[config.mk]
export PLATFORM = sky130hd
export DESIGN_NAME = sd_spi_block_read_engine
export DESIGN_NICKNAME = d
export VERILOG_FILES = /design/src/rtl/sdspi_pkg.sv /design/src/rtl/sd_spi_block_read_engine.sv
export SDC_FILE = /design/constraint.sdc
export NUM_CORES = 1
export LEC_CHECK = 0
export ABC_AREA = 1
export ABC_CLOCK_PERIOD_IN_PS = 3500
export BUFFER_PORTS_ARGS = -buffer_cell sky130_fd_sc_hd__buf_2
export CELL_PAD_IN_SITES_DETAIL_PLACEMENT = 1
export CELL_PAD_IN_SITES_GLOBAL_PLACEMENT = 2
export CORE_MARGIN = 2
export CORE_UTILIZATION = 32
export DETAILED_ROUTE_END_ITERATION = 8
export PLACE_DENSITY = 0.76
export SLEW_MARGIN = 20
export SYNTH_ARGS = -nofsm -noshare
export SYNTH_HDL_FRONTEND = slang
export SYNTH_SLANG_ARGS = --single-unit
[constraint.sdc]
create_clock -name clk -period 3.5 [get_ports clk]
set_clock_uncertainty 0.2 [all_clocks]
set_input_delay 0.35 -clock clk [delete_from_list [all_inputs] [get_ports clk]]
set_output_delay 0.35 -clock clk [all_outputs]
set_load 0.005 [all_outputs]
[src/rtl/sdspi_pkg.sv]
// sdspi_pkg: shared types, codes and crc helpers for the sd spi block read engine
// no dependencies; imported by the engine and its checker

package sdspi_pkg;

	localparam int DATA_LEN_W = 10;
	localparam int TRIES_W    = 16;
	localparam int CFG_IDX_W  = 1;
	localparam int CFG_DATA_W = 16;

	localparam logic [CFG_IDX_W-1:0] REG_DATA_LEN       = 1'd0;
	localparam logic [CFG_IDX_W-1:0] REG_RESPONSE_TRIES = 1'd1;

	localparam logic [DATA_LEN_W-1:0] DATA_LEN_RST = 10'd512;
	localparam logic [TRIES_W-1:0]    TRIES_RST    = 16'h8000;

	localparam logic [7:0] BYTE_IDLE  = 8'hff;
	localparam logic [7:0] BYTE_TOKEN = 8'hfe;
	localparam logic [1:0] CMD_PREFIX = 2'b01;

	localparam logic [2:0] FRAME_FIRST = 3'd0;
	localparam logic [2:0] FRAME_CMD   = 3'd1;
	localparam logic [2:0] FRAME_ARG3  = 3'd2;
	localparam logic [2:0] FRAME_ARG2  = 3'd3;
	localparam logic [2:0] FRAME_ARG1  = 3'd4;
	localparam logic [2:0] FRAME_ARG0  = 3'd5;
	localparam logic [2:0] FRAME_LAST  = 3'd6;

	typedef enum logic [2:0] {
		PH_IDLE   = 3'd0,
		PH_R1     = 3'd1,
		PH_TOKEN  = 3'd2,
		PH_DATA   = 3'd3,
		PH_CRC_HI = 3'd4,
		PH_CRC_LO = 3'd5
	} phase_t;

	typedef enum logic [1:0] {
		KIND_TX     = 2'd0,
		KIND_DATA   = 2'd1,
		KIND_STATUS = 2'd2
	} kind_t;

	typedef enum logic [1:0] {
		STAT_OK    = 2'd0,
		STAT_CMD   = 2'd1,
		STAT_TOKEN = 2'd2,
		STAT_CRC   = 2'd3
	} status_t;

	typedef enum logic {
		MODE_START = 1'b0,
		MODE_RX    = 1'b1
	} mode_t;

	typedef struct packed {
		logic        mode;
		logic [5:0]  cmd_index;
		logic [31:0] cmd_arg;
		logic [7:0]  rx_byte;
	} req_t;

	typedef struct packed {
		logic [1:0] kind;
		logic [7:0] out_byte;
		logic [1:0] status;
		logic       last;
	} rsp_t;

	// crc7 over one byte, msb first, kept left aligned (bit 0 stays clear)
	function automatic logic [7:0] crc7_byte(input logic [7:0] crc, input logic [7:0] b);
		logic [7:0] c;
		c = crc ^ b;
		for (int i = 0; i < 8; i++) begin
			if (c[7]) begin
				c = c ^ 8'h09;
			end
			c = {c[6:0], 1'b0};
		end
		return c;
	endfunction

	// crc16 ccitt (0x1021) over one byte, msb first
	function automatic logic [15:0] crc16_byte(input logic [15:0] crc, input logic [7:0] b);
		logic [15:0] c;
		c = crc ^ {b, 8'h00};
		for (int i = 0; i < 8; i++) begin
			if (c[15]) begin
				c = {c[14:0], 1'b0} ^ 16'h1021;
			end else begin
				c = {c[14:0], 1'b0};
			end
		end
		return c;
	endfunction

endpackage

[src/rtl/sd_spi_block_read_engine.sv]
// sd_spi_block_read_engine: sd card spi-mode single block read sequencer
// depends on sdspi_pkg (types, codes, crc7/crc16 byte functions)
//
// usage:
//   req channel (req_valid/req_stall/req): one beat is either a start
//   (mode 0: cmd_index, cmd_arg) or one byte received from the card (mode 1).
//   rsp channel (rsp_valid/rsp_stall/rsp): transmit bytes, data bytes and a
//   final status beat, in order.
//   cfg channel (cfg_valid/cfg_ready/cfg_index/cfg_data): index 0 data_len,
//   index 1 response_tries; cfg_ready is always high, write only when idle.
// data path: a beat is taken into the input register, and its first result
//   beat is then registered in the output register when that can take it.
// throughput: received bytes go through at one per cycle when not stalled;
//   a start holds the engine for its seven frame bytes, one beat each, as the
//   single output register moves one beat per cycle and crc7 grows bytewise.
// a start during a transfer drops it and sends a new frame.
// reset: phase idle, both pipeline registers empty, data_len 512,
//   response_tries 32768.
// receiver stall: the output register holds its beat, the input register
//   holds its item and req_stall rises once it is occupied.

module sd_spi_block_read_engine
	import sdspi_pkg::*;
#(
	parameter int MAX_BLOCK = 512
) (
	input  logic                  clk,
	input  logic                  arst_n,
	input  logic                  req_valid,
	output logic                  req_stall,
	input  req_t                  req,
	output logic                  rsp_valid,
	input  logic                  rsp_stall,
	output rsp_t                  rsp,
	input  logic                  cfg_valid,
	output logic                  cfg_ready,
	input  logic [CFG_IDX_W-1:0]  cfg_index,
	input  logic [CFG_DATA_W-1:0] cfg_data
);

	// configuration
	logic [DATA_LEN_W-1:0] data_len_q;
	logic [TRIES_W-1:0]    tries_q;

	// input register
	logic valid_s1;
	req_t req_s1;

	// engine state
	phase_t                phase_q, phase_d;
	logic [TRIES_W-1:0]    wait_q, wait_d;
	logic [DATA_LEN_W-1:0] left_q, left_d;
	logic [15:0]           crc_q, crc_d;
	logic                  mism_q, mism_d;
	logic [2:0]            idx_q;
	logic [7:0]            crc7_q;

	// output register
	logic rsp_valid_q;
	rsp_t rsp_q;

	logic                  out_ready;
	logic                  go;
	logic                  is_start;
	logic                  consume;
	logic                  accept;
	logic                  emit;
	rsp_t                  beat;
	logic [7:0]            frame_byte;
	logic [TRIES_W-1:0]    tries_eff;
	logic [DATA_LEN_W-1:0] len_sat;
	logic [7:0]            rx;

	assign cfg_ready = 1'b1;

	always_ff @(posedge clk or negedge arst_n) begin
		if (!arst_n) begin
			data_len_q <= DATA_LEN_RST;
			tries_q    <= TRIES_RST;
		end else if (cfg_valid && cfg_ready) begin
			case (cfg_index)
				REG_DATA_LEN:       data_len_q <= cfg_data[DATA_LEN_W-1:0];
				REG_RESPONSE_TRIES: tries_q    <= cfg_data[TRIES_W-1:0];
				default: ;
			endcase
		end
	end

	// zero tries acts as one, long lengths clip to the block size
	assign tries_eff = (tries_q == '0) ? TRIES_W'(1) : tries_q;
	assign len_sat   = (32'(data_len_q) > MAX_BLOCK) ? DATA_LEN_W'(MAX_BLOCK) : data_len_q;

	// handshake: s1 advances whenever the output register can take a beat; a start frees s1 only with its last frame byte
	assign out_ready = !rsp_valid_q || !rsp_stall;
	assign is_start  = (req_s1.mode == MODE_START);
	assign go        = valid_s1 && out_ready;
	assign consume   = go && (!is_start || idx_q == FRAME_LAST);
	assign req_stall = valid_s1 && !consume;
	assign accept    = req_valid && !req_stall;
	assign rx        = req_s1.rx_byte;

	always_ff @(posedge clk or negedge arst_n) begin
		if (!arst_n) begin
			valid_s1 <= 1'b0;
		end else if (accept) begin
			valid_s1 <= 1'b1;
		end else if (consume) begin
			valid_s1 <= 1'b0;
		end
	end

	always_ff @(posedge clk) begin
		if (accept) begin
			req_s1 <= req;
		end
	end

	// frame byte for the current position of a start
	always_comb begin
		case (idx_q)
			FRAME_FIRST: frame_byte = BYTE_IDLE;
			FRAME_CMD:   frame_byte = {CMD_PREFIX, req_s1.cmd_index};
			FRAME_ARG3:  frame_byte = req_s1.cmd_arg[31:24];
			FRAME_ARG2:  frame_byte = req_s1.cmd_arg[23:16];
			FRAME_ARG1:  frame_byte = req_s1.cmd_arg[15:8];
			FRAME_ARG0:  frame_byte = req_s1.cmd_arg[7:0];
			default:     frame_byte = {crc7_q[7:1], 1'b1};
		endcase
	end

	// frame position and running crc7
	always_ff @(posedge clk or negedge arst_n) begin
		if (!arst_n) begin
			idx_q <= FRAME_FIRST;
		end else if (go && is_start) begin
			idx_q <= (idx_q == FRAME_LAST) ? FRAME_FIRST : idx_q + 3'd1;
		end
	end

	always_ff @(posedge clk) begin
		if (go && is_start) begin
			if (idx_q == FRAME_FIRST) begin
				crc7_q <= 8'h00;
			end else begin
				crc7_q <= crc7_byte(crc7_q, frame_byte);
			end
		end
	end

	// next state
	always_comb begin
		phase_d = phase_q;
		wait_d  = wait_q;
		left_d  = left_q;
		crc_d   = crc_q;
		mism_d  = mism_q;
		if (is_start) begin
			phase_d = PH_R1;
			wait_d  = tries_eff;
			left_d  = '0;
			crc_d   = '0;
			mism_d  = 1'b0;
		end else begin
			case (phase_q)
				PH_R1, PH_TOKEN: begin
					if (rx == BYTE_IDLE) begin
						if (wait_q <= TRIES_W'(1)) begin
							phase_d = PH_IDLE;
						end else begin
							wait_d = wait_q - TRIES_W'(1);
						end
					end else if (phase_q == PH_R1) begin
						if (rx != 8'h00) begin
							phase_d = PH_IDLE;
						end else begin
							phase_d = PH_TOKEN;
							wait_d  = tries_eff;
						end
					end else if (rx != BYTE_TOKEN) begin
						phase_d = PH_IDLE;
					end else begin
						crc_d   = '0;
						mism_d  = 1'b0;
						left_d  = len_sat;
						phase_d = (len_sat == '0) ? PH_CRC_HI : PH_DATA;
					end
				end
				PH_DATA: begin
					crc_d  = crc16_byte(crc_q, rx);
					left_d = (left_q != '0) ? left_q - DATA_LEN_W'(1) : '0;
					if (left_q <= DATA_LEN_W'(1)) begin
						phase_d = PH_CRC_HI;
					end
				end
				PH_CRC_HI: begin
					mism_d  = (rx != crc_q[15:8]);
					phase_d = PH_CRC_LO;
				end
				PH_CRC_LO: begin
					phase_d = PH_IDLE;
				end
				default: begin
					phase_d = PH_IDLE;
				end
			endcase
		end
	end

	// outputs
	always_comb begin
		emit          = 1'b0;
		beat.kind     = KIND_TX;
		beat.out_byte = 8'h00;
		beat.status   = STAT_OK;
		beat.last     = 1'b0;
		if (is_start) begin
			emit          = 1'b1;
			beat.out_byte = frame_byte;
			beat.last     = (idx_q == FRAME_LAST);
		end else begin
			case (phase_q)
				PH_R1, PH_TOKEN: begin
					beat.kind = KIND_STATUS;
					beat.last = 1'b1;
					beat.out_byte = rx;
					beat.status = (phase_q == PH_R1) ? STAT_CMD : STAT_TOKEN;
					if (rx == BYTE_IDLE) begin
						emit = (wait_q <= TRIES_W'(1));
					end else if (phase_q == PH_R1) begin
						emit = (rx != 8'h00);
					end else begin
						emit = (rx != BYTE_TOKEN);
					end
				end
				PH_DATA: begin
					emit          = 1'b1;
					beat.kind     = KIND_DATA;
					beat.out_byte = rx;
				end
				PH_CRC_LO: begin
					emit        = 1'b1;
					beat.kind   = KIND_STATUS;
					beat.last   = 1'b1;
					beat.status = (mism_q || rx != crc_q[7:0]) ? STAT_CRC : STAT_OK;
				end
				default: begin
					emit = 1'b0;
				end
			endcase
		end
	end

	always_ff @(posedge clk or negedge arst_n) begin
		if (!arst_n) begin
			phase_q <= PH_IDLE;
			wait_q  <= '0;
			left_q  <= '0;
			crc_q   <= '0;
			mism_q  <= 1'b0;
		end else if (consume) begin
			phase_q <= phase_d;
			wait_q  <= wait_d;
			left_q  <= left_d;
			crc_q   <= crc_d;
			mism_q  <= mism_d;
		end
	end

	// output register
	always_ff @(posedge clk or negedge arst_n) begin
		if (!arst_n) begin
			rsp_valid_q <= 1'b0;
		end else if (out_ready) begin
			rsp_valid_q <= go && emit;
		end
	end

	always_ff @(posedge clk) begin
		if (go && emit) begin
			rsp_q <= beat;
		end
	end

	assign rsp_valid = rsp_valid_q;
	assign rsp       = rsp_q;

endmodule

Word level (Yosys, flattened, before mapping) --
Index checks and enable logic that the tools add are counted.
Operators by class: add/subtract/negate cells 3, magnitude comparators 3, equal/unequal tests 26, mux-type cells 92, bitwise logic cells 21, reductions and logical operators 30
Operators with widths (number):
- 2-to-1 mux 16 bit | 25
- 2-to-1 mux 13 bit | 8
- 2-to-1 mux 7 bit | 14
- 2-to-1 mux 10 bit | 6
- one-hot mux 8 bit (6 select lines) | 1
- 2-to-1 mux 4 bit | 8
- one-hot mux 16 bit (2 select lines) | 1
- 2-to-1 mux 3 bit | 8
- inverter 3 bit | 8
- one-hot mux 10 bit (2 select lines) | 1
- != test 3 bit (second input constant) | 6
- less-or-equal comparator 16 x 1 -> 1 bit (second input constant) | 1
- zero test 16 bit | 1
- 2-to-1 mux 8 bit | 2
- != test 8 bit | 2
- inverter 2 bit | 8
- subtractor 16 x 1 -> 16 bit (second input constant) | 1
- bitwise XOR 16 bit | 1
- == test 3 bit (second input constant) | 5
- AND reduction 5 bit | 3
- == test 3 x 2 -> 1 bit (second input constant) | 4
- greater-than comparator 10 bit (second input constant) | 1
- less-or-equal comparator 10 x 1 -> 1 bit (second input constant) | 1
- zero test 10 bit | 1
- other kinds (27) | 58
Word-level totals: bits in registers 145, input bits 69, output and inout port bits 16, logic and storage cells 196

Logic depth before layout (Yosys ltp) --
Gate-level depths: netlist (run 1).
depth in word-level cells 33, depth in mapped cells 18, gate-level depth less buffers 16

Worst setup path after synthesis (run 1) --
No wires, ideal clock.
path type register to register, start point register idx_q[1], end point register req_s1[10] (netlist name), enable pin, library setup time 0.452 ns, arrival 3.041 ns, required time 2.848 ns, slack -0.193 ns, cell stages (with the launch flop) 10, buffers on the path 2, clock period less this slack 3.693 ns, cells stage by stage dfrtp_1 buf_6 inv_2 buf_6 nor3_2 or2_2 nand2_1 nand2_1 inv_1 nor2_1
Between the ends: longest elaborated chain between the ends 7
RTL lines:
- start, declared | RTL line sd_spi_block_read_engine.sv:55 | logic [2:0] idx_q;
- start signal, assigned | RTL line sd_spi_block_read_engine.sv:136 | idx_q <= (idx_q == FRAME_LAST) ? FRAME_FIRST : idx_q + 3'd1;
- == test 3 bit | RTL line sd_spi_block_read_engine.sv:97 | assign consume = go && (!is_start || idx_q == FRAME_LAST);
- logical OR 1 bit | RTL line sd_spi_block_read_engine.sv:97
- logical AND 1 bit | RTL line sd_spi_block_read_engine.sv:97
- zero test 1 bit | RTL line sd_spi_block_read_engine.sv:98 | assign req_stall = valid_s1 && !consume;
- logical AND 1 bit | RTL line sd_spi_block_read_engine.sv:98
- via req_stall | RTL line sd_spi_block_read_engine.sv:30 | output logic req_stall,
- zero test 1 bit | RTL line sd_spi_block_read_engine.sv:99 | assign accept = req_valid && !req_stall;
- logical AND 1 bit | RTL line sd_spi_block_read_engine.sv:99
- via accept | RTL line sd_spi_block_read_engine.sv:66 | logic accept;
- end signal, assigned | RTL line sd_spi_block_read_engine.sv:114 | req_s1 <= req;
- end, declared | RTL line sd_spi_block_read_engine.sv:47 | req_t req_s1;
The timed path passes the listed nets, and every way through them passes these cells. A chain may end at the register's enable or synchronous reset.

Worst setup path in the final report (run 1) --
start point register idx_q[0], end point register crc7_q[4] (data pin)
Between the ends: longest elaborated chain between the ends 24, elaborated cells between the ends (all ways) 33, classes of those cells eq/ne (5); mux (23); bitwise (4); reduce/logical (1)
RTL lines:
- == test 3 bit (tied with other cells) | RTL line sd_spi_block_read_engine.sv:120 | case (idx_q)
- one-hot mux 8 bit (6 select lines) | RTL line sd_spi_block_read_engine.sv:120
- bitwise XOR 8 bit | RTL line sdspi_pkg.sv:73 | c = crc ^ b;
- inverter 2 bit (no line)
- 2-to-1 mux 4 bit | RTL line sdspi_pkg.sv:75 | if (c[7]) begin
- 2-to-1 mux 7 bit | RTL line sd_spi_block_read_engine.sv:142 | if (idx_q == FRAME_FIRST) begin
- 2-to-1 mux 7 bit | RTL line sd_spi_block_read_engine.sv:141 | if (go && is_start) begin
- 2-to-1 mux 7 bit / 2-to-1 mux 4 bit (equally long branches) | RTL line sd_spi_block_read_engine.sv:142, sdspi_pkg.sv:75
- (+8 left out)
- 2-to-1 mux 4 bit / 2-to-1 mux 7 bit (equally long branches) | RTL line sdspi_pkg.sv:75, sd_spi_block_read_engine.sv:141
- 2-to-1 mux 7 bit | RTL line sd_spi_block_read_engine.sv:142
- 2-to-1 mux 7 bit | RTL line sd_spi_block_read_engine.sv:141
- 2-to-1 mux 4 bit / 2-to-1 mux 7 bit (equally long branches) | RTL line sdspi_pkg.sv:75, sd_spi_block_read_engine.sv:142
- 2-to-1 mux 7 bit, on equally long branches | RTL line sd_spi_block_read_engine.sv:142, sd_spi_block_read_engine.sv:141
- 2-to-1 mux 7 bit, on equally long branches | RTL line sd_spi_block_read_engine.sv:141, sd_spi_block_read_engine.sv:142
- inverter 2 bit (no line) / 2-to-1 mux 7 bit (equally long branches)
- 2-to-1 mux 4 bit | RTL line sdspi_pkg.sv:75
- end signal, assigned | RTL line sd_spi_block_read_engine.sv:145 | crc7_q <= crc7_byte(crc7_q, frame_byte);
- end, declared | RTL line sd_spi_block_read_engine.sv:56 | logic [7:0] crc7_q;
Parallel ways exist; a longest one is shown, timed or not. The select of a mux whose other input is x is not followed.

==> flow_metrics.py, run 1 <==
metrics = {
    "die": {
        "row_count": 56,
        "ios": 85,
        "start_util": 0.3243,
        "die_area_um2": 24970,
        "core_area_um2": 23400,
        "die_w_um": 158.0,
        "die_h_um": 158.0,
    },
    "cells_and_area": {
        "diodes": 0,
        "drive_gt1_frac": 0.1807,
        "num-fill-cells": 2819,
        "final_area_um2": 9499,
        "syn_to_final_growth_pct": 25.16,
        "nets": 1107,
    },
    "clocking": {
        "htree_levels": 4,
        "clockBufferDepth": 2,
        "root_buffer": "clkbuf_16",
        "cts_tree": "done",
        "cts_buffers": 17,
        "post_cts_buffers": 0,
        "cts_sinks": 144,
        "clk-insertion-delay-late_ns": 0.43,
        "clk_pin_slew_worst_paths_ns": 0.06,
    },
    "outcome": {
        "status": "finished, final reports clean",
    },
    "yosys": {
        "synth_ff_type": "dfrtp_1",
        "seq_area_frac_synth": 0.5193,
        "synth_cell_types": 45,
        "ys_warn_count": 0,
        "synth_area_leaders": "edfxtp_1 27%, dfrtp_1 25%, nand2_1 11%",
        "syn_nets": 960,
        "synth_seq_cells": 144,
        "yosys.area.top_type": "edfxtp_1",
        "syn_avg_cell_area_um2": 8.566,
        "synth_top_area_share": 0.2651,
        "synthCells": 886,
        "ys_async_sr_fraction": 0.5347,
        "syn_area_um2": 7590,
        "synth_edf_count": 67,
    },
    "pwr": {
        "p_leak_nw": 4.331,
        "peakVddDrop_v": 0.0002534,
        "power_density_nw_per_um2": 824.0,
    },
    "sta": {
        "min_period_ns": 2.874,
        "worstMarginPinSlew_ns": 0.8205,
        "fin_crit_sh": 0.8212,
        "maxSlewViolCount": 0,
        "fmax_ghz": 0.3479,
        "final_hold_viol_count": 0,
        "rsz0062_at_grt": "false",
        "setup_viol": 0,
        "tns_ns": 0,
        "relSlewSlack": 0.4516,
    },
    "placement": {
        "postPlaceCellArea_um2": 8371,
        "portBuffers": 83,
        "globalplace.congestion": 0.8070,
        "dpl.hpwl_um": 15820,
    },
    "drt": {
        "num_vias": 6460,
        "wl_per_cell_um": 15.91,
        "finalWirelength_um": 21720,
        "drtAntennaViolNets": 0,
        "via_per_inst": 4.733,
        "first_pass_iters": 4,
        "drc_errors": 0,
        "drt_iter0_drc": 270,
    },
    "run": {
        "drv_cap": 0,
    },
    "critical_path": {
        "cp.arrival_ns": 2.84,
        "regToRegStartpoint": "idx_q[0]$_DFFE_PN0P_",
        "r2r_setup_slack_ns": 0.63,
        "r2r-end": "crc7_q[4]$_SDFFCE_PP0P_",
        "worstSetupStartpointType": "flop",
        "cp_max_fo": 15,
        "crit_type": "reg2reg",
        "worst-endpoint-required_ns": 3.47,
        "endpoint_kind": "flop",
        "critical_path.startpoint": "idx_q[0]$_DFFE_PN0P_",
        "worstRegToRegCells": 14,
        "endpoint": "crc7_q[4]$_SDFFCE_PP0P_",
    },
    "grt": {
        "grt_pass1_vias": 6733,
        "track_usage": 0.1834,
        "grt_pass1_wl_um": 35350,
        "grt_antenna_before_repair": 0,
        "grt_overflow": 0,
        "grt_start_max_net_pins": 48,
    },
    "hold_path": {
        "hold_start": "cfg_data[13]",
        "holdCritPathClass": "in2reg",
    },
}
## worst min path at each step
stage | endpoint | slack, ns | depth (start not counted)
floorplan | crc_q[0]$_DFFE_PN0P_ | -0.15 | 0
global placement | left_q[0]$_DFFE_PN0P_ | 0.23 | 1
detailed placement | left_q[0]$_DFFE_PN0P_ | 0.24 | 1
CTS | tries_q[13]$_DFFE_PN0P_ | 0.0004 | 3
global route | tries_q[13]$_DFFE_PN0P_ | 0.02 | 3
finish | tries_q[13]$_DFFE_PN0P_ | 0.02 | 3
## layout make-up
class | instances | area (um^2) | area share
Tap cell | 319 | 399.1 | 0.04202
Clock buffer | 19 | 464.2 | 0.04887
Inverter | 116 | 435.4 | 0.04584
Clock inverter | 13 | 113.9 | 0.01199
Multi-Input combinational cell | 606 | 3089 | 0.3252
Timing Repair Buffer | 148 | 1056 | 0.1112
Sequential cell | 144 | 3941 | 0.4149
## synth_stat cells, drive strengths merged, types with 2 or more instances
master and n:
nand2 241, inv 116, o21ai 95, dfrtp 75
nor2 74, edfxtp 67, nand3 56, a21oi 28
o22ai 17, buf 15, nand4 15, nor3 14
xnor2 13, nor4 8, o31ai 8, xor2 8
clkbuf 5, ha 5, or2 5, mux2 4
a31oi 3, nand3b 3, a211oi 2, dfstp 2
## per-stage QoR
stage	cells	worst slack (ns)	power, mW	hold WS [ns]	util
floorplan	886	0.6043	5.052	-0.1456	-
global placement	1278	0.7497	5.965	0.2305	0.3577
detailed placement	1278	0.6275	6.034	0.2372	0.3577
CTS	1365	0.6217	7.920	0.0004457	0.4059
global route	1365	0.4057	8.491	0.02022	0.4059
finish	1365	0.6259	7.827	0.01640	0.4059
## power breakdown
group / internal [mW] / total, mW / switching (mW)
combinational: 1.13 / 3.32 / 2.19
clock: 0.996 / 1.80 / 0.804
sequential: 2.35 / 2.71 / 0.361
total: 4.47 / 7.83 / 3.35
## worst max-delay path, cell delays in order (launching register included)
cell and delay (ns):
dfrtp_1 0.71, nand2_1 0.11, inv_1 0.08, ha_1 0.32
nor2_1 0.13, nand2_4 0.18, nand2_8 0.10, nor2_2 0.13
inv_1 0.06, nor2_2 0.14, nand3_1 0.15, nand3_2 0.12
nand3_1 0.10, nand2_1 0.07, nor2_1 0.03
## layer usage
metal	up-vias	GRT usage	wire length, um
li1	3247	-	-
met1	3131	0.2515	10510
met2	72	0.3021	10570
met3	10	0.02820	461
met4	0	0.05019	175
met5	-	0	0
## kinds of logic after synthesis
| group | after synthesis | synth area share |
|---|---|---|
| flops | 144 | 0.5193 |
| mux | 4 | 0.005934 |
| fa+ha+maj | 5 | 0.008243 |
| simple gates | 417 | 0.2532 |
| compound gates | 158 | 0.1139 |
| xor+xnor | 21 | 0.02423 |
| other cells | 1 | 0.0004941 |
| buf+inv | 136 | 0.07468 |
## state kept, by name (all words and copies together) (netlist names)
name        count
data_len_q     10
phase_q         3
rsp            13
valid_s1        1
idx_q           3
left_q         10
req_s1         39
crc7_q          7
rsp_valid       1
rx              8
mism_q          1
wait_q         16
tries_q        16
crc_q          16
## timing repair
action / in CTS / in global routing
hold buffers: 55 / 0
endpoints found under the hold margin: 99 / 0
resized for setup: 0 / 0
## cells in the final DEF, fill, tap and decap left out, types with 5 or more instances in the layout
cell / netlist / layout
inv_1: 104 / 104
inv_2: 12 / 12
inv_6: 0 / 5
ha_1: 5 / 5
nand2_2: 11 / 11
nand4_1: 15 / 15
or2_2: 5 / 5
nor2_1: 62 / 61
a21oi_1: 27 / 27
nor3_2: 5 / 5
dlygate4sd3_1: 0 / 55
buf_2: 6 / 82
o22ai_1: 17 / 17
buf_4: 3 / 10
nor3_1: 9 / 9
o31ai_1: 8 / 8
edfxtp_1: 67 / 67
dfrtp_1: 75 / 75
nor4_1: 8 / 8
xor2_1: 8 / 8
xnor2_1: 13 / 13
o21ai_0: 91 / 91
nor2_4: 6 / 7
nand2_1: 225 / 225
nand3_1: 52 / 52
clkbuf_16: 0 / 18
nor2_2: 6 / 6
(Power assumes the default switching activity.)
==> inputs of run 2 (changes only) <==
--- a/config.mk
+++ b/config.mk
@@ -5,15 +5,15 @@
 export SDC_FILE = /design/constraint.sdc
 export NUM_CORES = 1
 export LEC_CHECK = 0
-export ABC_AREA = 1
-export ABC_CLOCK_PERIOD_IN_PS = 3500
+export ABC_AREA = 0
+export ABC_CLOCK_PERIOD_IN_PS = 2700
 export BUFFER_PORTS_ARGS = -buffer_cell sky130_fd_sc_hd__buf_2
 export CELL_PAD_IN_SITES_DETAIL_PLACEMENT = 1
 export CELL_PAD_IN_SITES_GLOBAL_PLACEMENT = 2
 export CORE_MARGIN = 2
-export CORE_UTILIZATION = 32
+export CORE_UTILIZATION = 35
 export DETAILED_ROUTE_END_ITERATION = 8
-export PLACE_DENSITY = 0.76
+export PLACE_DENSITY = 0.74
 export SLEW_MARGIN = 20
 export SYNTH_ARGS = -nofsm -noshare
 export SYNTH_HDL_FRONTEND = slang
==> constraint.sdc (replaced) <==
create_clock -name clk -period 2.7 [get_ports clk]
set_clock_uncertainty 0.2 [all_clocks]
set_input_delay 0.27 -clock clk [delete_from_list [all_inputs] [get_ports clk]]
set_output_delay 0.27 -clock clk [all_outputs]
set_load 0.005 [all_outputs]
==> run 2 against run 1 <==
- combinational power grew 39%
- global-route usage grew 2.1 points
- final cell count shrank 12%
- first-iteration DRC count grew 1.9%
- critical endpoint is now rsp[1]$_SDFFCE_PN0P_
==> flow_metrics.py, run 2 <==
metrics = {
    "grt": {
        "grt_pass1_vias": 7072,
        "grt_pass1_wl_um": 35870,
        "grt_overflow": 0,
        "track_usage": 0.2044,
        "grt_start_max_net_pins": 52,
        "grt_antenna_before_repair": 0,
    },
    "yosys": {
        "syn_nets": 775,
        "synthCells": 701,
        "synth_cell_types": 67,
        "ys_async_sr_fraction": 0.5347,
        "synth_ff_type": "dfrtp_1",
        "synth_seq_cells": 144,
        "synth_common_cells": "75 x dfrtp_1, 71 x nand2_1, 67 x edfxtp_1, 50 x a21oi_1, 47 x nor2_1",
        "syn_area_um2": 7453,
        "yosys.area.top_type": "edfxtp_1",
        "seq_area_frac_synth": 0.5288,
        "synth_edf_count": 67,
        "synth_area_leaders": "edfxtp_1 27%, dfrtp_1 25%, mux2_2 4.4%",
        "ys_warn_count": 0,
        "synth_most_common_cell": "dfrtp_1",
        "syn_avg_cell_area_um2": 10.63,
        "synth_top_area_share": 0.2699,
    },
    "clocking": {
        "cts_sinks": 144,
        "htree_levels": 4,
        "root_buffer": "clkbuf_16",
        "clk_pin_slew_worst_paths_ns": 0.06,
        "cts_buffers": 17,
        "clockBufferDepth": 2,
        "cts_tree": "done",
        "clk-insertion-delay-late_ns": 0.43,
    },
    "cells_and_area": {
        "final_cells": 1201,
        "num-fill-cells": 2318,
        "syn_to_final_growth_pct": 36.18,
        "mostFrequentLayoutCell": "buf_2",
        "final_area_um2": 10150,
        "diodes": 0,
        "largest-register": "req_s1",
        "drive_gt1_frac": 0.2883,
        "fin_util": 0.4844,
        "nets": 987,
        "largest_register_ffs": 39,
        "final_cell_mix": "82 x buf_2, 75 x dfrtp_1, 70 x nand2_1",
    },
    "drt": {
        "wl_met1_um": 9370,
        "via_per_inst": 5.265,
        "drc_errors": 0,
        "wl_per_cell_um": 18.50,
        "num_vias": 6323,
        "wl_met2_um": 11480,
        "finalWirelength_um": 22220,
        "dr.max_layer_used": "met4",
        "drt_iter0_drc": 275,
        "wl_met3_um": 665,
        "first_pass_iters": 4,
        "drtAntennaViolNets": 0,
    },
    "sta": {
        "tns_ns": 0,
        "setup_viol": 0,
        "final_hold_viol_count": 0,
        "fmax_ghz": 0.3764,
        "min_period_ns": 2.657,
        "rsz0062_at_grt": "true",
        "maxSlewViolCount": 0,
        "whs_ns": 0.1577,
        "relSlewSlack": 0.4401,
        "worstMarginPinSlew_ns": 0.8381,
        "fin_crit_sh": 0.9839,
        "layout_setup_ws_ns": 0.04348,
    },
    "pwr": {
        "power_frac_seq": 0.332,
        "swShare": 0.3750,
        "p_sw_mw": 3.909,
        "p_clk_frac": 0.226,
        "peakVddDrop_v": 0.0004354,
        "power.total_mw": 10.42,
        "p_comb_frac": 0.442,
        "power_density_nw_per_um2": 1027,
        "p_leak_nw": 4.097,
        "p_int_mw": 6.515,
    },
    "critical_path": {
        "crit_type": "reg2reg",
        "endpoint_kind": "flop",
        "worstSetupStartpointType": "flop",
        "cp_max_fo": 13,
        "cp.arrival_ns": 2.59,
        "worst-endpoint-required_ns": 2.63,
    },
    "placement": {
        "postPlaceCellArea_um2": 8701,
        "place_inst": 1096,
        "dpl.hpwl_um": 15540,
        "pre_cts_ws_ns": -0.2676,
        "portBuffers": 83,
        "globalplace.congestion": 0.8369,
    },
    "die": {
        "die_h_um": 149.9,
        "die_w_um": 149.9,
        "ios": 85,
        "die_area_um2": 22480,
        "core_area_um2": 20960,
        "start_util": 0.3557,
        "row_count": 53,
    },
    "outcome": {
        "status": "finished, final reports clean",
    },
    "hold_path": {
        "holdCritPathClass": "in2async",
    },
    "run": {
        "drv_cap": 0,
    },
}
## run 2: cell count changes after synthesis, moves of 12 or more
cell,delta
o22ai_1,-12
nand2b_1,+19
o31ai_1,+22
inv_1,-84
nand2_1,-154
a21oi_1,+23
inv_2,-12
nor2_1,-15
nand3_1,-32
clkbuf_1,+13
o21ai_0,-53
mux2_2,+25
## run 2: cell families after synthesis
group / count (synthesis) / share of synthesized area
AND/OR/NAND/NOR: 244 / 0.1682
AO/OA/AOI/OAI: 177 / 0.1563
flip-flops: 144 / 0.5288
buffers and inverters: 51 / 0.03021
XOR/XNOR: 42 / 0.05305
multiplexers: 37 / 0.05456
adder cells (fa/ha/maj): 5 / 0.008393
other: 1 / 0.0005031
## run 2: layout make-up
type / instances / area (um^2) / share of cell area
clock buffer: 18 / 429.2 / 0.04228
clock inverter: 14 / 156.4 / 0.01541
inverter: 20 / 75.07 / 0.007396
multi-input combinational: 507 / 3508 / 0.3457
sequential: 144 / 3941 / 0.3883
tap: 275 / 344.1 / 0.03390
timing repair buffer: 223 / 1695 / 0.1670
## run 2: worst max-delay path: stages (launching register included)
cell and delay, ns:
dfrtp_1 0.38, or4_4 0.53, or3_4 0.37, o41ai_4 0.23
buf_4 0.17, nand2_2 0.04, a21oi_2 0.12, o311a_4 0.19
buf_12 0.14
## run 2: final timing paths
kind / startpoint / endpoint / slack (ns) / cells after the start
min in group clk: cfg_index / data_len_q[2]$_DFFE_PN0P_ / 0.21 / 3
setup / recovery: wait_q[10]$_DFFE_PN0P_ / rsp[1]$_SDFFCE_PN0P_ / 0.04 / 8
max in group asynchronous: arst_n / data_len_q[9]$_DFFE_PN1P_ / 1.48 / 3
setup reg to reg: wait_q[10]$_DFFE_PN0P_ / rsp[1]$_SDFFCE_PN0P_ / 0.04 / 8
hold reg to reg: crc_q[8]$_DFFE_PN0P_ / crc_q[8]$_DFFE_PN0P_ / 0.31 / 2
hold / removal: arst_n / tries_q[0]$_DFFE_PN0P_ / 0.16 / 2
## run 2: power groups by stage
stage | registers, mW | logic, mW | clock network, mW
floorplan | 3.36 | 2.81 | 0
global placement | 3.44 | 4.07 | 0
detailed placement | 3.47 | 4.28 | 0
CTS | 3.44 | 4.42 | 2.41
global route | 3.54 | 5.08 | 2.49
finish | 3.46 | 4.61 | 2.36
## run 2: per-layer routing
metal / vias to the layer above / GRT usage
met5: - / 0
met4: 0 / 0.08160
met3: 45 / 0.04116
met2: 121 / 0.3683
met1: 3152 / 0.2369
li1: 3005 / -
## run 2: timing repair
action / CTS / global route
endpoints found under the setup margin: 35 / 31
pin swaps: 2 / 10
setup buffers: 1 / 5
hold endpoints to repair: 110 / 0
resized for setup: 7 / 26
hold buffers: 66 / 0
gates cloned: 0 / 1
==> inputs of run 3 (changes only) <==
--- a/config.mk
+++ b/config.mk
@@ -14,6 +14,7 @@
 export CORE_UTILIZATION = 35
 export DETAILED_ROUTE_END_ITERATION = 8
 export PLACE_DENSITY = 0.74
+export SETUP_SLACK_MARGIN = 0.5
 export SLEW_MARGIN = 20
 export SYNTH_ARGS = -nofsm -noshare
 export SYNTH_HDL_FRONTEND = slang
==> run 3 against run 2 <==
- the flow now finishes with violations (setup timing)
- combinational power increased by 35%
- routed wire length rose by 16%
- highest routed layer unchanged
- sequential cell count stayed put
- largest cell class is now multi-input combinational cells
- non-clock buffer count up 42
- sequential share of layout area fell by 4.3 points
- fmax fell by 2.8%
- core utilization increased by 6.1 points
- worst setup slack got worse by 0.078 ns
==> flow_metrics.py, run 3 (synthesis gave the netlist of run 2 again) <==
metrics = {
    "critical_path": {
        "worst-endpoint-required_ns": 2.63,
        "cp_cell_sequence": "or4_4 -> or3_4 -> o41ai_4 -> buf_4 -> nand2_4 -> a21oi_4 -> o311a_4",
        "worstSetupStartpointType": "flop",
        "crit_type": "reg2reg",
        "cpPeakStageDelay_ns": 0.54,
        "endpoint_kind": "flop",
        "regToRegStartpoint": "wait_q[10]$_DFFE_PN0P_",
        "worstRegToRegCells": 7,
        "critical_path.startpoint": "wait_q[10]$_DFFE_PN0P_",
        "cp_max_fo": 7,
        "r2r-end": "rsp[6]$_DFFE_PP_",
        "crit_slowest_cell": "or4_4",
        "cp.arrival_ns": 2.67,
        "r2r_setup_slack_ns": -0.03,
    },
    "sta": {
        "relSlewSlack": 0.3799,
        "rsz0062_at_grt": "true",
        "setup_viol": 13,
        "worstMarginPinSlew_ns": 0.9283,
        "min_period_ns": 2.734,
        "final_hold_viol_count": 0,
        "layout_setup_ws_ns": -0.03434,
        "fin_crit_sh": 1.013,
        "fmax_ghz": 0.3657,
        "maxSlewViolCount": 0,
    },
    "placement": {
        "globalplace.congestion": 0.8330,
        "portBuffers": 83,
        "dpl.hpwl_um": 15570,
    },
    "grt": {
        "met1_usage": 0.2460,
        "track_usage": 0.2136,
        "grt_antenna_before_repair": 0,
        "grt_overflow": 0,
        "grt_util_met2": 0.3984,
        "grt_pass1_wl_um": 37000,
        "grt.met3_usage": 0.04451,
        "grt_pass1_vias": 7086,
        "grt_start_max_net_pins": 49,
        "busiest_layer": "met2",
    },
    "pwr": {
        "peakVddDrop_v": 0.0005107,
        "power_density_nw_per_um2": 1063,
        "power.total_mw": 12.15,
        "p_leak_nw": 4.596,
    },
    "clocking": {
        "root_buffer": "clkbuf_16",
        "clockBufferDepth": 2,
        "clk_pin_slew_worst_paths_ns": 0.06,
        "cts_tree": "done",
        "clk-insertion-delay-late_ns": 0.43,
        "htree_levels": 4,
        "cts_buffers": 17,
        "cts_sinks": 144,
    },
    "hold_path": {
        "holdCritPathClass": "in2async",
    },
    "die": {
        "ios": 85,
        "die_w_um": 149.9,
        "die_h_um": 149.9,
        "start_util": 0.3557,
        "die_area_um2": 22480,
        "row_count": 53,
        "core_area_um2": 20960,
    },
    "cells_and_area": {
        "nets": 1030,
        "syn_to_final_growth_pct": 53.45,
        "num-fill-cells": 2232,
        "final_cell_mix": "82 x buf_2, 82 x buf_4, 73 x dfrtp_1",
        "multi_input_area_um2": 4255,
        "area.sequential_um2": 3944,
        "diodes": 0,
        "fin_util": 0.5458,
        "drive_gt1_frac": 0.4128,
        "largest_register_ffs": 39,
        "largest-register": "req_s1",
    },
    "drt": {
        "via_per_inst": 5.342,
        "drc_errors": 0,
        "drt_iter0_drc": 289,
        "first_pass_iters": 4,
        "num_vias": 6645,
        "wl_per_cell_um": 20.67,
        "finalWirelength_um": 25710,
        "drtAntennaViolNets": 0,
    },
    "outcome": {
        "status": "finished with violations",
        "violations": "setup timing",
    },
    "run": {
        "drv_cap": 0,
    },
}
[run 3: cell count changes in the layout (fill, tap and decap cells not counted), moves of 7 or more]
cell and change:
buf_4 +14, buf_6 +16, nand2_1 -26, nand2_4 +20, o21ai_0 -9, o21ai_2 +7, o31ai_1 -23, o31ai_4 +17
[run 3: metrics by stage]
step / hold WS, ns / setup TNS, ns / cells / cell area [um^2] / setup WS, ns
after floorplan: -0.2256 / 0 / 701 / 7599 / 0.02625
after global placement: 0.1440 / -0.3176 / 1096 / 8765 / -0.1684
after detailed placement: 0.1534 / -1.943 / 1096 / 8765 / -0.2622
after CTS: 0.2220 / 0 / 1216 / 10320 / 0.009069
after global routing: 0.2441 / -1.307 / 1244 / 11440 / -0.09985
final: 0.2188 / -0.2228 / 1244 / 11440 / -0.03434
[run 3: power breakdown]
| part | switching, mW | internal (mW) |
|---|---|---|
| Clock | 0.973 | 1.46 |
| Combinational | 3.17 | 3.05 |
| Sequential | 0.520 | 2.99 |
[run 3: layer usage]
layer,up-vias,wire [um]
met5,-,0
met4,0,521
met3,33,765
met2,147,14160
met1,3370,10270
li1,3095,-
[run 3: how the worst max path moves through the flow]
stage	end	slack [ns]
floorplan	crc7_q[4]$_SDFFCE_PP0P_	0.03
detailed placement	wait_q[0]$_DFFE_PN0P_	-0.26
global route	rsp[6]$_DFFE_PP_	-0.1
CTS	rsp[10]$_DFFE_PP_	0.009
finish	rsp[6]$_DFFE_PP_	-0.03
global placement	wait_q[0]$_DFFE_PN0P_	-0.17
[run 3: repair_timing]
action,in CTS,in global routing
endpoints found under the setup margin,115,123
hold buffers,66,0
setup buffers,21,22
resized for setup,33,176
pin swaps,14,60
hold endpoints to repair,121,0
cloned,1,6
[run 3: final cells by class]
class                   count  area share
flip-flops and latches    144      0.3448
multi-input cells         508      0.3721
clock buffers              19     0.03785
inverters                  20    0.006564
repair buffers            265      0.1946
well taps                 275     0.03008
clock inverters            13     0.01400
[run 3: critical path: cells and delay by family, from the launching register on]
family / cells / cell delay (ns)
DFF: 1 / 0.39
buffers and inverters: 1 / 0.18
AOI/OAI and AO/OA: 3 / 0.72
and+or+nand+nor: 3 / 0.96
